**config.mk**
```make
export PLATFORM = sky130hd
export DESIGN_NAME = positional_list_engine_flat
export DESIGN_NICKNAME = d
export VERILOG_FILES = /design/src/design/ple_pkg.sv /design/src/design/ple_if.sv /design/src/design/ple_ram.sv /design/src/design/ple_ctrl.sv /design/src/design/positional_list_engine.sv /design/src/flat_wrapper.sv
export SDC_FILE = /design/constraint.sdc
export NUM_CORES = 1
export LEC_CHECK = 0
export ABC_AREA = 1
export BUFFER_PORTS_ARGS = -buffer_cell sky130_fd_sc_hd__buf_2
export CAP_MARGIN = 20
export CORE_MARGIN = 10
export CORE_UTILIZATION = 67
export DETAILED_ROUTE_END_ITERATION = 12
export PLACE_DENSITY = 0.84
export SLEW_MARGIN = 40
export SYNTH_ARGS = -nofsm -noshare
export SYNTH_HDL_FRONTEND = slang
export SYNTH_SLANG_ARGS = --single-unit
```
**constraint.sdc**
```tcl
create_clock -name clk -period 8 [get_ports clk]
set_clock_uncertainty 0.1 [all_clocks]
set_input_delay 0.4 -clock clk [delete_from_list [all_inputs] [get_ports clk]]
set_output_delay 0.4 -clock clk [all_outputs]
set_load 0.02 [all_outputs]
```
**src/design/ple_pkg.sv**
```systemverilog
`default_nettype none
package ple_pkg;

  localparam int CAPACITY_DEF = 16;
  localparam int DATA_W       = 32;
  localparam int ACT_W        = 3;
  localparam int POS_W        = 5;
  localparam int STAT_W       = 2;
  localparam int FPOS_W       = 4;
  localparam int ECNT_W       = 5;

  localparam logic [ACT_W-1:0] ACT_INSERT  = 3'd0;
  localparam logic [ACT_W-1:0] ACT_DELETE  = 3'd1;
  localparam logic [ACT_W-1:0] ACT_REPLACE = 3'd2;
  localparam logic [ACT_W-1:0] ACT_FIND    = 3'd3;
  localparam logic [ACT_W-1:0] ACT_CLEAR   = 3'd4;

  localparam logic [STAT_W-1:0] ST_DONE = 2'd0;
  localparam logic [STAT_W-1:0] ST_MISS = 2'd1;
  localparam logic [STAT_W-1:0] ST_FULL = 2'd2;

  typedef enum logic [3:0] {
    S_IDLE,
    S_CHECK,
    S_SU_RD,
    S_SU_WR,
    S_INS_WR,
    S_SD_RD,
    S_SD_WR,
    S_FD_RD,
    S_FD_CMP,
    S_DONE
  } ple_state_t;

  typedef struct packed {
    logic [ACT_W-1:0]         action;
    logic [POS_W-1:0]         position;
    logic signed [DATA_W-1:0] value;
  } ple_req_t;

  typedef struct packed {
    logic [STAT_W-1:0] status;
    logic              found;
    logic [FPOS_W-1:0] found_position;
    logic [ECNT_W-1:0] entry_count;
  } ple_res_t;

endpackage
`default_nettype wire

```
**src/design/ple_if.sv**
```systemverilog
`default_nettype none
interface ple_in_if;
  logic                             valid;
  logic                             ready;
  logic [ple_pkg::ACT_W-1:0]        action;
  logic [ple_pkg::POS_W-1:0]        position;
  logic signed [ple_pkg::DATA_W-1:0] value;

  modport source (output valid, output action, output position, output value, input ready);
  modport sink (input valid, input action, input position, input value, output ready);
endinterface

interface ple_out_if;
  logic                       valid;
  logic                       ready;
  logic [ple_pkg::STAT_W-1:0] status;
  logic                       found;
  logic [ple_pkg::FPOS_W-1:0] found_position;
  logic [ple_pkg::ECNT_W-1:0] entry_count;

  modport source (output valid, output status, output found, output found_position,
                  output entry_count, input ready);
  modport sink (input valid, input status, input found, input found_position,
                input entry_count, output ready);
endinterface
`default_nettype wire

```
**src/design/ple_ram.sv**
```systemverilog
`default_nettype none
module ple_ram #(
  parameter int WIDTH = ple_pkg::DATA_W,
  parameter int DEPTH = ple_pkg::CAPACITY_DEF,
  localparam int AW = $clog2(DEPTH)
) (
  input  wire logic             clk,
  input  wire logic             we,
  input  wire logic [AW-1:0]    waddr,
  input  wire logic [WIDTH-1:0] wdata,
  input  wire logic [AW-1:0]    raddr,
  output logic      [WIDTH-1:0] rdata
);

  logic [WIDTH-1:0] mem [DEPTH];

  always_ff @(posedge clk) begin
    if (we) begin
      mem[waddr] <= wdata;
    end
    rdata <= mem[raddr];
  end

endmodule
`default_nettype wire

```
**src/design/ple_ctrl.sv**
```systemverilog
`default_nettype none
module ple_ctrl #(
  parameter int CAPACITY = ple_pkg::CAPACITY_DEF,
  localparam int IW = $clog2(CAPACITY),
  localparam int CW = $clog2(CAPACITY + 1),
  localparam int DW = ple_pkg::DATA_W
) (
  input  wire logic             clk,
  input  wire logic             rst_n,
  input  wire logic             in_valid,
  output logic                  in_ready,
  input  wire ple_pkg::ple_req_t in_req,
  output logic                  res_valid,
  output ple_pkg::ple_res_t     res,
  input  wire logic             res_take,
  output logic                  ram_we,
  output logic [IW-1:0]         ram_waddr,
  output logic [DW-1:0]         ram_wdata,
  output logic [IW-1:0]         ram_raddr,
  input  wire logic [DW-1:0]    ram_rdata
);

  localparam int XW = (CW > ple_pkg::POS_W) ? CW : ple_pkg::POS_W;

  ple_pkg::ple_state_t state_r, state_nxt;

  logic [ple_pkg::ACT_W-1:0]  act_r, act_nxt;
  logic [ple_pkg::POS_W-1:0]  pos_r, pos_nxt;
  logic [DW-1:0]              val_r, val_nxt;
  logic [CW-1:0]              count_r, count_nxt;
  logic [CW-1:0]              idx_r, idx_nxt;
  logic [ple_pkg::STAT_W-1:0] stat_r, stat_nxt;
  logic                       found_r, found_nxt;
  logic [ple_pkg::FPOS_W-1:0] fpos_r, fpos_nxt;

  logic [XW-1:0] pos_x, cnt_x;
  logic [IW-1:0] pos_idx;
  logic [CW-1:0] idx_dec, idx_inc, idx_inc2;
  logic          full, pos_gt_cnt, pos_ge_cnt, hit;

  assign pos_x      = XW'(pos_r);
  assign cnt_x      = XW'(count_r);
  assign pos_idx    = pos_x[IW-1:0];
  assign idx_dec    = idx_r - CW'(1);
  assign idx_inc    = idx_r + CW'(1);
  assign idx_inc2   = idx_r + CW'(2);
  assign full       = (count_r == CW'(CAPACITY));
  assign pos_gt_cnt = (pos_x > cnt_x);
  assign pos_ge_cnt = (pos_x >= cnt_x);
  assign hit        = (ram_rdata == val_r);

  // next state
  always_comb begin
    state_nxt = state_r;
    case (state_r)
      ple_pkg::S_IDLE: begin
        if (in_valid) state_nxt = ple_pkg::S_CHECK;
      end
      ple_pkg::S_CHECK: begin
        case (act_r)
          ple_pkg::ACT_INSERT: begin
            if (full || pos_gt_cnt) state_nxt = ple_pkg::S_DONE;
            else if (pos_x == cnt_x) state_nxt = ple_pkg::S_INS_WR;
            else state_nxt = ple_pkg::S_SU_RD;
          end
          ple_pkg::ACT_DELETE: begin
            if (pos_ge_cnt || (pos_x + XW'(1) == cnt_x)) state_nxt = ple_pkg::S_DONE;
            else state_nxt = ple_pkg::S_SD_RD;
          end
          ple_pkg::ACT_FIND: begin
            if (count_r == '0) state_nxt = ple_pkg::S_DONE;
            else state_nxt = ple_pkg::S_FD_RD;
          end
          default: state_nxt = ple_pkg::S_DONE;
        endcase
      end
      ple_pkg::S_SU_RD:  state_nxt = ple_pkg::S_SU_WR;
      ple_pkg::S_SU_WR: begin
        if (XW'(idx_dec) == pos_x) state_nxt = ple_pkg::S_INS_WR;
        else state_nxt = ple_pkg::S_SU_RD;
      end
      ple_pkg::S_INS_WR: state_nxt = ple_pkg::S_DONE;
      ple_pkg::S_SD_RD:  state_nxt = ple_pkg::S_SD_WR;
      ple_pkg::S_SD_WR: begin
        if (idx_inc2 == count_r) state_nxt = ple_pkg::S_DONE;
        else state_nxt = ple_pkg::S_SD_RD;
      end
      ple_pkg::S_FD_RD:  state_nxt = ple_pkg::S_FD_CMP;
      ple_pkg::S_FD_CMP: begin
        if (hit || (idx_inc == count_r)) state_nxt = ple_pkg::S_DONE;
        else state_nxt = ple_pkg::S_FD_RD;
      end
      ple_pkg::S_DONE: begin
        if (res_take) state_nxt = ple_pkg::S_IDLE;
      end
      default: state_nxt = ple_pkg::S_IDLE;
    endcase
  end

  // memory port and handshake outputs
  always_comb begin
    in_ready  = (state_r == ple_pkg::S_IDLE);
    res_valid = (state_r == ple_pkg::S_DONE);
    ram_we    = 1'b0;
    ram_waddr = idx_r[IW-1:0];
    ram_wdata = ram_rdata;
    ram_raddr = idx_r[IW-1:0];
    case (state_r)
      ple_pkg::S_CHECK: begin
        if (act_r == ple_pkg::ACT_REPLACE && !pos_ge_cnt) begin
          ram_we    = 1'b1;
          ram_waddr = pos_idx;
          ram_wdata = val_r;
        end
      end
      ple_pkg::S_SU_RD:  ram_raddr = idx_dec[IW-1:0];
      ple_pkg::S_SU_WR:  ram_we = 1'b1;
      ple_pkg::S_INS_WR: begin
        ram_we    = 1'b1;
        ram_waddr = pos_idx;
        ram_wdata = val_r;
      end
      ple_pkg::S_SD_RD:  ram_raddr = idx_inc[IW-1:0];
      ple_pkg::S_SD_WR:  ram_we = 1'b1;
      default: ;
    endcase
  end

  // datapath registers
  always_comb begin
    act_nxt   = act_r;
    pos_nxt   = pos_r;
    val_nxt   = val_r;
    count_nxt = count_r;
    idx_nxt   = idx_r;
    stat_nxt  = stat_r;
    found_nxt = found_r;
    fpos_nxt  = fpos_r;
    case (state_r)
      ple_pkg::S_IDLE: begin
        if (in_valid) begin
          act_nxt = in_req.action;
          pos_nxt = in_req.position;
          val_nxt = in_req.value;
        end
      end
      ple_pkg::S_CHECK: begin
        stat_nxt  = ple_pkg::ST_DONE;
        found_nxt = 1'b0;
        fpos_nxt  = '0;
        case (act_r)
          ple_pkg::ACT_INSERT: begin
            if (full) stat_nxt = ple_pkg::ST_FULL;
            else if (pos_gt_cnt) stat_nxt = ple_pkg::ST_MISS;
            idx_nxt = count_r;
          end
          ple_pkg::ACT_DELETE: begin
            if (pos_ge_cnt) begin
              stat_nxt = ple_pkg::ST_MISS;
            end else begin
              idx_nxt = pos_x[CW-1:0];
              if (pos_x + XW'(1) == cnt_x) count_nxt = count_r - CW'(1);
            end
          end
          ple_pkg::ACT_REPLACE: begin
            if (pos_ge_cnt) stat_nxt = ple_pkg::ST_MISS;
          end
          ple_pkg::ACT_FIND: begin
            stat_nxt = ple_pkg::ST_MISS;
            idx_nxt  = '0;
          end
          ple_pkg::ACT_CLEAR: count_nxt = '0;
          default: stat_nxt = ple_pkg::ST_MISS;
        endcase
      end
      ple_pkg::S_SU_WR:  idx_nxt = idx_dec;
      ple_pkg::S_INS_WR: count_nxt = count_r + CW'(1);
      ple_pkg::S_SD_WR: begin
        idx_nxt = idx_inc;
        if (idx_inc2 == count_r) count_nxt = count_r - CW'(1);
      end
      ple_pkg::S_FD_CMP: begin
        if (hit) begin
          stat_nxt  = ple_pkg::ST_DONE;
          found_nxt = 1'b1;
          fpos_nxt  = ple_pkg::FPOS_W'(idx_r);
        end else begin
          idx_nxt = idx_inc;
        end
      end
      default: ;
    endcase
  end

  assign res.status         = stat_r;
  assign res.found          = found_r;
  assign res.found_position = fpos_r;
  assign res.entry_count    = ple_pkg::ECNT_W'(count_r);

  always_ff @(posedge clk) begin
    if (!rst_n) begin
      state_r <= ple_pkg::S_IDLE;
      count_r <= '0;
    end else begin
      state_r <= state_nxt;
      count_r <= count_nxt;
    end
  end

  always_ff @(posedge clk) begin
    act_r   <= act_nxt;
    pos_r   <= pos_nxt;
    val_r   <= val_nxt;
    idx_r   <= idx_nxt;
    stat_r  <= stat_nxt;
    found_r <= found_nxt;
    fpos_r  <= fpos_nxt;
  end

endmodule
`default_nettype wire

```
**src/design/positional_list_engine.sv**
```systemverilog
`default_nettype none
// Ordered list of up to CAPACITY signed 32-bit entries kept packed in a single-port-write,
// registered-read RAM. One item is taken at a time: in_ch.ready is high only while the
// sequencer is idle, and drops for the whole request. Every shift or search step goes
// through the RAM as a read of one entry followed by a write or compare. Insert moves
// each entry from the last down to position up by one and then writes the new value;
// delete moves each entry after position down by one; find reads entries from the
// first until a match or the end. Replace, clear, refused requests and a delete of the
// last entry take no such step. The output register lets the next item be accepted
// while a result still waits on out_ch. Reset empties the list by clearing the entry
// count; stored entries are not swept.
module positional_list_engine #(
  parameter int CAPACITY = ple_pkg::CAPACITY_DEF
) (
  input wire logic  clk,
  input wire logic  rst_n,
  ple_in_if.sink    in_ch,
  ple_out_if.source out_ch
);

  localparam int IW = $clog2(CAPACITY);

  ple_pkg::ple_req_t in_req;
  ple_pkg::ple_res_t res;
  ple_pkg::ple_res_t out_res_r, out_res_nxt;
  logic              res_valid, res_take, in_ready;
  logic              out_valid_r, out_valid_nxt;

  logic                       ram_we;
  logic [IW-1:0]              ram_waddr, ram_raddr;
  logic [ple_pkg::DATA_W-1:0] ram_wdata, ram_rdata;

  assign in_req.action   = in_ch.action;
  assign in_req.position = in_ch.position;
  assign in_req.value    = in_ch.value;
  assign in_ch.ready     = in_ready;

  ple_ctrl #(.CAPACITY(CAPACITY)) u_ctrl (
    .clk       (clk),
    .rst_n     (rst_n),
    .in_valid  (in_ch.valid),
    .in_ready  (in_ready),
    .in_req    (in_req),
    .res_valid (res_valid),
    .res       (res),
    .res_take  (res_take),
    .ram_we    (ram_we),
    .ram_waddr (ram_waddr),
    .ram_wdata (ram_wdata),
    .ram_raddr (ram_raddr),
    .ram_rdata (ram_rdata)
  );

  ple_ram #(.WIDTH(ple_pkg::DATA_W), .DEPTH(CAPACITY)) u_ram (
    .clk   (clk),
    .we    (ram_we),
    .waddr (ram_waddr),
    .wdata (ram_wdata),
    .raddr (ram_raddr),
    .rdata (ram_rdata)
  );

  // output register frees the sequencer as soon as the slot is empty or draining
  assign res_take = res_valid && (!out_valid_r || out_ch.ready);

  always_comb begin
    out_valid_nxt = out_valid_r;
    out_res_nxt   = out_res_r;
    if (res_take) begin
      out_valid_nxt = 1'b1;
      out_res_nxt   = res;
    end else if (out_ch.ready) begin
      out_valid_nxt = 1'b0;
    end
  end

  always_ff @(posedge clk) begin
    if (!rst_n) begin
      out_valid_r <= 1'b0;
    end else begin
      out_valid_r <= out_valid_nxt;
    end
  end

  always_ff @(posedge clk) begin
    out_res_r <= out_res_nxt;
  end

  assign out_ch.valid          = out_valid_r;
  assign out_ch.status         = out_res_r.status;
  assign out_ch.found          = out_res_r.found;
  assign out_ch.found_position = out_res_r.found_position;
  assign out_ch.entry_count    = out_res_r.entry_count;

endmodule
`default_nettype wire

```
**src/flat_wrapper.sv**
```systemverilog
// flat-port wrapper written by rule: the top's interface ports become plain ports
module positional_list_engine_flat 
#(
  parameter int CAPACITY = ple_pkg::CAPACITY_DEF
)
  (clk, rst_n, in_ch_valid, in_ch_action, in_ch_position, in_ch_value, in_ch_ready, out_ch_valid, out_ch_status, out_ch_found, out_ch_found_position, out_ch_entry_count, out_ch_ready);
  ple_in_if in_ch_i ();
  ple_out_if out_ch_i ();
  input wire logic clk;
  input wire logic rst_n;
  input wire logic [$bits(in_ch_i.valid)-1:0] in_ch_valid;
  input wire logic [$bits(in_ch_i.action)-1:0] in_ch_action;
  input wire logic [$bits(in_ch_i.position)-1:0] in_ch_position;
  input wire logic [$bits(in_ch_i.value)-1:0] in_ch_value;
  output wire logic [$bits(in_ch_i.ready)-1:0] in_ch_ready;
  output wire logic [$bits(out_ch_i.valid)-1:0] out_ch_valid;
  output wire logic [$bits(out_ch_i.status)-1:0] out_ch_status;
  output wire logic [$bits(out_ch_i.found)-1:0] out_ch_found;
  output wire logic [$bits(out_ch_i.found_position)-1:0] out_ch_found_position;
  output wire logic [$bits(out_ch_i.entry_count)-1:0] out_ch_entry_count;
  input wire logic [$bits(out_ch_i.ready)-1:0] out_ch_ready;
  assign in_ch_i.valid = in_ch_valid;
  assign in_ch_i.action = in_ch_action;
  assign in_ch_i.position = in_ch_position;
  assign in_ch_i.value = in_ch_value;
  assign in_ch_ready = in_ch_i.ready;
  assign out_ch_valid = out_ch_i.valid;
  assign out_ch_status = out_ch_i.status;
  assign out_ch_found = out_ch_i.found;
  assign out_ch_found_position = out_ch_i.found_position;
  assign out_ch_entry_count = out_ch_i.entry_count;
  assign out_ch_i.ready = out_ch_ready;
  positional_list_engine #(.CAPACITY(CAPACITY)) u_core (.clk(clk), .rst_n(rst_n), .in_ch(in_ch_i), .out_ch(out_ch_i));
endmodule
```
==> results, run 1 <==
- After synthesis the cells add up to 0.0263 mm2.
- The final clock period utilization by the worst path is 59.2%.
- The worst-case IR drop observed on VDD is 0.309 mV.
- Clock tree synthesis inserted a total of 59 buffers.
- The compound-gate portion of the synthesized area is 8.66%.
- The setup TNS is 0 ns.
- The cell count after synthesis is 2215.
- The CTS clock-pin slew for the worst setup and hold paths is 0.06 ns.
- The first-pass GRT wire length is 100000 um.
- After the last flow step, the layout net total stands at 2358.
- In this run the top signal layer used is met4.
- The simple-gate share of the synthesized area is 12.4%.
- The synthesized netlist contains 32 unique library cells.
- sky130_fd_sc_hd__edfxtp_1 takes more of the synthesized area than any other cell.
- Along the worst path, the maximum fanout reaches 27.
- The run finished with clean final reports.
- The port buffer count is 57.
- The first detailed-routing pass took 6 iterations.
- Setup slack on the worst reg-to-reg path comes out at 3.26 ns.
- The total of cells resized after clock tree synthesis is 0.
- The post-synthesis area per instance is 11.9 um2.
- The overall routing resource usage is 27.2%.
- Of the synthesized area, sequential elements account for 69.0%.
- Across all layers, the routed design uses 17816 vias.
- The hold violation total from the final report is 0.
- The area overhead of the layout relative to synthesis is 13.5%.
- The start-to-end type of the worst setup path is flop to flop.
- Entering global routing, the biggest net connects 142 pins.
- The TritonCTS clock tree is built.
- The post-synth net total is 2273.
- In the final layout, the multi-input gates occupy 0.00654 mm2.
- Summed over all cells, the static leakage comes to 11.1 nW.
- The cell row count is 72.
- The average wire per cell in the routed design is 22.7 um.
- Data on the critical path is required at its endpoint by 8.21 ns.
- The top cell type's share of synthesized area is 65.8%.
- The total count of max-transition violations in the final report is 0.
- The area enclosed by the die boundary is 0.0476 mm2.
- The worst register-to-register path has a depth of 14.
- In the post-synthesis netlist, the cell with the most instances is sky130_fd_sc_hd__edfxtp_1.
- The tightest hold path in the finished design has a slack of 0.0217 ns.
- The aggregate routed wire length is 65200 um.
- The share of the synthesized netlist area taken by xor and xnor gates is 1.47%.
- Across the run, the number of max-cap violations was 0.
- The number of remaining DRC errors is 0.
- The floorplan core area is 0.0387 mm2.
- The actual transition at the worst max-transition pin is 0.844 ns.
- Yosys printed 0 warnings.
- After clock tree synthesis, the setup repair step added 0 buffers.
- The number of top-level pins is 58.
- The root cell of the clock tree is sky130_fd_sc_hd__clkbuf_16.
- The chip width is 218 um.
- The start point of the worst min-delay path is out_ch_ready.
- The endpoint identified for the worst register-to-register timing path is u_core.u_ram.mem[9][17].
- The wire length the detailed router placed on met1 is 23600 um.
- Cells with a size suffix above 1 make up 10.9% of the layout.
- The via count of the first global-routing pass was 18042.
- The initial antenna violation count is 2.
- CTS built an H-tree with a depth of 2.
- The flip-flop and latch count after synthesis is 618.
- The max-slew headroom at the worst pin is 43.8%.
- The fmax is 211 MHz.
- The mux contribution to synthesized area is 0.918%.
- Among all flip-flop cells after synthesis, the most frequent one is sky130_fd_sc_hd__edfxtp_1.
- The power per cell area is 414 mW/mm2.
- The worst setup path is launched from a flop.
- The destination of the worst hold path is u_core.out_ch.valid.
- The number of routed nets with antenna violations is 0.
- The final global-route overflow total is 0.
- The worst flop-to-flop path startpoint is u_core.u_ctrl.cnt_x[2].
- The worst setup path is captured at a flop.
- The worst hold path was traced through 4 stages.
- The class of the most critical hold timing path is primary input to flop.
- The endpoint arrival time on the critical path is 4.95 ns.
- The clock net sink count is 618.
- Setup repair after global routing left no endpoint under its margin.
- Routability-driven placement finished with a final weighted congestion of 0.894.
- The layout has 2199 filler cells.
- The number of vias per cell is 6.21.
- By area the synthesized netlist is led by sky130_fd_sc_hd__edfxtp_1 (66%), sky130_fd_sc_hd__o211ai_1 (7.4%), sky130_fd_sc_hd__nand2_1 (5.8%), sky130_fd_sc_hd__inv_1 (4.6%), sky130_fd_sc_hd__nand3_1 (4.4%).
- The initial standard-cell utilization of the core is 67.9%.
- The final period demand of the worst path is 4.74 ns.
- After the first detailed-routing iteration, the DRC count stood at 2403.
- After synthesis, the share of flip-flops with an asynchronous set or reset is 0%.
- After synthesis, the largest family of logic cells by area is simple AND/OR/NAND/NOR gates.
- Ranked by instance count, the synthesized netlist is headed by sky130_fd_sc_hd__edfxtp_1 (576), sky130_fd_sc_hd__nand2_1 (405), sky130_fd_sc_hd__inv_1 (319).
- In this run the vertical extent of the chip is 218 um.
- The number of buffers between clock root and the deepest sink is 3.
- The number of enable-type register cells in the synthesized netlist is 576.
- After legalization and detailed placement, the total HPWL measured 37300 um.
- At the later pin of the worst-skew pair, clock insertion delay measures 0.63 ns.
- After Yosys synthesis, full adders, half adders and majority gates account for 0.666% of the synthesized area.
- The met2 wire length is 32900 um.
- The area taken by flip-flops and latches is 0.0181 mm2.
- The wire length on met3 is 6190 um.
- The total of endpoints with negative setup slack in the final report is 0.
[worst max-delay path by stage]
stage | start | endpoint | depth (start not counted)
after floorplan | u_core.u_ctrl.cnt_x[3] | u_core.u_ram.mem[12][0] | 15
after global placement | u_core.u_ctrl.cnt_x[2] | u_core.u_ram.mem[10][12] | 13
after detailed placement | u_core.u_ctrl.cnt_x[2] | u_core.u_ram.mem[0][30] | 14
after CTS | u_core.u_ctrl.cnt_x[2] | u_core.u_ram.mem[0][8] | 14
after global routing | u_core.u_ctrl.cnt_x[2] | u_core.u_ram.mem[15][9] | 15
final | u_core.u_ctrl.cnt_x[2] | u_core.u_ram.mem[9][17] | 14
[registers in the layout, summed over array words and instances, names as in the netlist]
register / count
u_core.u_ctrl.idx_r: 5
u_core.u_ctrl.act_r: 3
u_core.out_ch.valid: 1
u_core.u_ctrl.pos_r: 5
u_core.u_ram.rdata: 32
u_core.out_ch.status: 2
u_core.u_ctrl.cnt_x: 5
u_core.u_ctrl.state_r: 4
u_core.out_ch.found: 1
u_core.u_ctrl.stat_r: 2
u_core.u_ctrl.fpos_r: 4
u_core.out_ch.entry_count: 5
u_core.u_ram.mem: 512
u_core.out_ch.found_position: 4
u_core.u_ctrl.found_r: 1
u_core.u_ctrl.val_r: 32
[where the power goes]
| group | leakage, nW | internal (W) | switching, W |
|---|---|---|---|
| Clock | 0.926 | 0.00159 | 0.00121 |
| Combinational | 4.66 | 0.00134 | 0.00354 |
| Sequential | 5.56 | 0.00444 | 0.000230 |
[cell type report]
class | count | share of cell area (%)
clock buffers | 74 | 5.28
multi-input cells | 1155 | 21.9
flip-flops and latches | 618 | 60.8
repair buffers | 138 | 4.59
clock inverters | 35 | 1.12
well taps | 518 | 2.17
diodes | 2 | 0.0168
inverters | 328 | 4.13
[kinds of logic after synthesis]
logic type	after synthesis
simple gates	754
flops	618
buf+inv	442
compound gates	319
xor+xnor	44
mux	24
fa+ha+maj	14
[cells in the final DEF (no fill, tap or decap), types with 3 or more instances in the layout]
cell type,n
sky130_fd_sc_hd__o22ai_1,5
sky130_fd_sc_hd__dlygate4sd3_1,41
sky130_fd_sc_hd__inv_2,9
sky130_fd_sc_hd__nand2_1,404
sky130_fd_sc_hd__nand4_1,3
sky130_fd_sc_hd__o21ai_0,30
sky130_fd_sc_hd__bufinv_16,6
sky130_fd_sc_hd__buf_2,57
sky130_fd_sc_hd__xor2_1,14
sky130_fd_sc_hd__ha_1,14
sky130_fd_sc_hd__inv_1,319
sky130_fd_sc_hd__nor2_4,18
sky130_fd_sc_hd__nor3_1,6
sky130_fd_sc_hd__nor2_1,50
sky130_fd_sc_hd__nand3_1,230
sky130_fd_sc_hd__buf_4,10
sky130_fd_sc_hd__o211ai_1,259
sky130_fd_sc_hd__a21oi_1,14
sky130_fd_sc_hd__buf_8,13
sky130_fd_sc_hd__clkbuf_16,61
sky130_fd_sc_hd__or2_2,34
sky130_fd_sc_hd__buf_6,4
sky130_fd_sc_hd__buf_16,13
sky130_fd_sc_hd__clkinv_1,13
sky130_fd_sc_hd__o31ai_1,3
sky130_fd_sc_hd__dfxtp_1,42
sky130_fd_sc_hd__xnor2_1,30
sky130_fd_sc_hd__nand2_2,3
sky130_fd_sc_hd__clkbuf_1,13
sky130_fd_sc_hd__clkinvlp_4,4
sky130_fd_sc_hd__clkinv_2,11
sky130_fd_sc_hd__edfxtp_1,576
sky130_fd_sc_hd__mux2i_1,23
[stage by stage]
step	std cells	area [um2]	setup slack, ns	util [%]	power (W)
after floorplan	2215	26300	3.90	-	0.00802
after global placement	2690	26900	3.45	69.6	0.00909
after detailed placement	2715	27500	3.35	70.9	0.00937
after CTS	2865	29800	3.33	76.9	0.0122
after global routing	2867	29800	2.91	77.0	0.0129
final	2868	29800	3.26	77.0	0.0123
[critical path, stage by stage (launching register included)]
cell and delay (ns):
sky130_fd_sc_hd__dfxtp_1 0.61, sky130_fd_sc_hd__inv_1 0.22, sky130_fd_sc_hd__ha_1 0.34, sky130_fd_sc_hd__nand2_1 0.07, sky130_fd_sc_hd__nand2_1 0.05, sky130_fd_sc_hd__nand2_1 0.05
sky130_fd_sc_hd__nand3_1 0.12, sky130_fd_sc_hd__nor2_1 0.27, sky130_fd_sc_hd__nand3_1 0.18, sky130_fd_sc_hd__nand2_2 0.62, sky130_fd_sc_hd__o21ai_0 0.35, sky130_fd_sc_hd__inv_1 0.16
sky130_fd_sc_hd__nand3_1 0.34, sky130_fd_sc_hd__nor2_4 0.63, sky130_fd_sc_hd__buf_8 0.28
[per-layer routing]
layer / global-route usage, % / up-vias
li1: - / 7928
met1: 33.3 / 8577
met2: 46.0 / 1106
met3: 4.97 / 205
met4: 13.4 / 0
met5: 0 / -
[timing repair]
| action | CTS | global route |
|---|---|---|
| endpoints found under the setup margin | 0 | 0 |
| endpoints found under the hold margin | 45 | 0 |
| hold buffers | 41 | 0 |
No activity file was read; power rests on OpenSTA's default activity.
==> inputs of run 2 (changes only) <==
- CORE_UTILIZATION: 67 -> 56
- PLACE_DENSITY: 0.84 -> 0.75
- clock period: 8 -> 4.1 ns (I/O delays scaled with it)
==> results, run 2 (synthesis results as in run 1) <==
- The part of the power in registers was 37.6% (-0.2 points).
- The via count of the first global-routing pass was 16714 (-7.4%).
- Compared with the post-synthesis result, the final layout area differs by 14.2%.
- The number of remaining DRC errors came to 0 (unchanged).
- The power share of the combinational group is 38.9% (-0.6 points).
- The met1 usage came to 27.8% (-5.5 points).
- The most numerous cell on the critical path is sky130_fd_sc_hd__nand2_1.
- The via count is 17042 (-4.3%).
- The proportion of layout cells with a drive suffix above 1 is 12.0% (+1.1 points).
- The run finished with clean final reports.
- The net switching power is 0.00941 W (+89%).
- The cell row count is 79 (+9.7%).
- The max-slew headroom at the worst pin was 45.2% (+1.4 points).
- The chip width is 237 um (+8.5%).
- The number of post-CTS setup repair buffers was 0 (unchanged).
- The actual transition at the worst max-transition pin is 0.823 ns (-0.0211 ns).
- The pin count of the biggest net entering global routing was 103 (-27%).
- The placed wire-length estimate is 34500 um (-7.5%).
- The hold violation total from the final report was 0 (unchanged).
- STA classifies the critical path endpoint as a flop.
- The final global-route overflow total is 0 (unchanged).
- The number of clock buffers inserted by TritonCTS is 60 (+1.7%).
- The power per cell area is 803 mW/mm2 (+94%).
- The maximum vdd ir drop came to 0.727 mV (+140%).
- The port buffer count was 57 (unchanged).
- The number of vias per cell was 5.73 (-7.8%).
- The proportion of total power due to net switching came to 39.0% (-1.3 points).
- The clock latency on the worst-skew pair is 0.64 ns (about the same).
- The total number of H-tree levels came to 2 (unchanged).
- TritonCTS built the clock tree.
- The cell-internal power is 0.0147 W (+99%).
- The final period demand of the worst path is 3.55 ns (-1.18 ns).
- The largest registers in the layout are u_core.u_ram.mem x512, u_core.u_ctrl.val_r x32, u_core.u_ram.rdata x32.
- The leakage power is 11.3 nW (+0.97%).
- The most frequent standard cell in the layout excluding fill and tap cells is sky130_fd_sc_hd__edfxtp_1.
- The number of routed nets with antenna violations was 0 (unchanged).
- The overall routing resource usage is 21.5% (-5.7 points).
- The initial DRC count is 1577 (-34%).
- The fmax is 281 MHz (+33%).
- The average wire per cell in the routed design is 20.7 um (-8.8%).
- Leaving out fill and tap cells, the most frequent cells in the layout are sky130_fd_sc_hd__edfxtp_1 (576), sky130_fd_sc_hd__nand2_1 (404), sky130_fd_sc_hd__inv_1 (319), sky130_fd_sc_hd__o211ai_1 (259), sky130_fd_sc_hd__nand3_1 (230).
- The register with the highest flop count is u_core.u_ram.mem.
- The total of endpoints with negative setup slack in the final report is 0 (unchanged).
- The endpoint arrival time on the critical path came to 3.72 ns (-1.23 ns).
- Setup repair after global routing left no endpoint under its margin.
- The number of buffers between clock root and the deepest sink was 3 (unchanged).
- The worst path required time was 4.27 ns (-3.94 ns).
- The number of hold-repair buffers added at the cts stage is 44 (+7.3%).
- The number of flip-flops in the largest register is 512 (unchanged).
- The met2 track demand over resource is 35.8% (-10 points).
- The number of maximum-capacitance constraint violations is 0 (unchanged).
- The critical path goes through ha_1 > nand2_1 > nand2_1 > nand2_1 > nand3_1 > nor2_1 > nand3_1 > nand2_2 > nand2_1 > o21ai_0 > nand2_1 > nor2_4 > buf_4.
- The final clock period utilization by the worst path is 86.7% (+27 points).
- The cell area after placement was 0.0275 mm2 (+0.12%).
- The number of nets in the layout is 2375 (+0.72%).
- The CTS clock-pin slew for the worst setup and hold paths is 0.06 ns (about the same).
- The initial antenna violation count is 0 (-2).
- The finished layout cell area is 0.0300 mm2 (+0.62%).
- The final weighted congestion of routability-driven global placement is 0.904 (+1.1%).
- The first-pass GRT wire length is 94600 um (-5.7%).
- The worst setup path is of the flop to flop kind.
- CTS placed an instance of sky130_fd_sc_hd__clkbuf_16 at the clock tree root.
- The vertical die dimension is 237 um (+8.5%).
- The clock net sink count is 618 (unchanged).
- The number of antenna diodes came to 0 (-2).
- The global-route met3 utilization is 3.51% (-1.5 points).
- The total count of max-transition violations in the final report is 0 (unchanged).
- The worst setup path is launched from a flop.
- The initial standard-cell utilization of the core is 56.6% (-11 points).
- The floorplan core area came to 0.0465 mm2 (+20%).
- The final hold slack was 0.171 ns (+0.149 ns).
- The number of top-level pins is 58 (unchanged).
- The total of cells resized after clock tree synthesis came to 0 (unchanged).
- The maximum single-stage delay on the critical path is 0.47 ns (-0.16 ns).
- The worst hold path belongs to the class primary input to flop.
- The detailed-routing iteration count for the pre-antenna-repair pass is 5 (-1).
- The critical-path cell with the highest stage delay is sky130_fd_sc_hd__edfxtp_1.
- The aggregate routed wire length is 61700 um (-5.3%).
- The top fanout value on the critical path came to 22 (-19%).
- The total power draw is 0.0241 W (+95%).
- The area enclosed by the die boundary came to 0.0560 mm2 (+18%).
- The layer with the highest usage is met2.
- The clock network power share is 23.6% (+1.0 points).
==> run 2: changes by cell type in the layout (fill, tap and decap cells not counted), moves of 6 or more <==
| cell | delta |
|---|---|
| sky130_fd_sc_hd__clkinv_2 | +6 |
| sky130_fd_sc_hd__buf_8 | -13 |
| sky130_fd_sc_hd__buf_4 | +30 |
| sky130_fd_sc_hd__clkinv_1 | -6 |
| sky130_fd_sc_hd__buf_12 | +12 |
| sky130_fd_sc_hd__buf_16 | -13 |
==> run 2: worst paths after layout <==
kind,to,cells after the start,from,slack [ns]
max,u_core.u_ram.mem[8][27],13,u_core.u_ctrl.pos_r[2],0.55
min,u_core.u_ctrl.val_r[12],2,in_ch_value[12],0.17
max reg2reg,u_core.u_ram.mem[8][27],13,u_core.u_ctrl.pos_r[2],0.55
min reg2reg,u_core.out_ch.found_position[0],0,u_core.u_ctrl.fpos_r[0],0.32
==> run 2: metal layers <==
layer / share of wire (%) / routed length, um
met1: 40 / 24800
met2: 49 / 30200
met3: 7.8 / 4830
met4: 3.1 / 1920
met5: 0 / 0
==> run 2: worst max-delay path: cells and delay by family (launching register included) <==
family	cells	cell delay, ns
buffers and inverters	1	0.41
DFF	1	0.47
and+or+nand+nor	10	1.59
adders and majority gates	1	0.35
AOI/OAI and AO/OA	1	0.25
==> run 2: final cells by class <==
cell class | count | area, um2
sequential | 618 | 18100
fill | 3280 | 16400
multi-input combinational | 1155 | 6550
clock buffer | 73 | 1600
timing repair buffer | 154 | 1280
inverter | 328 | 1230
tap | 607 | 759
clock inverter | 41 | 469
==> run 2: power groups by stage <==
stage	logic [W]	registers, W	clock network [W]
floorplan	0.00660	0.00905	0
global placement	0.00898	0.00915	0
detailed placement	0.00919	0.00917	0
CTS	0.00932	0.00905	0.00574
global route	0.0103	0.00911	0.00599
finish	0.00937	0.00906	0.00568
==> run 2: stage by stage <==
stage	cells	TNS, ns	util, %	worst slack (ns)
final	2976	0	64.6	0.545
after CTS	2975	0	64.6	0.584
after global routing	2976	0	64.6	0.294
after global placement	2817	0	59.2	0.717
after detailed placement	2817	0	59.2	0.612
after floorplan	2215	-0.474	-	-0.00494
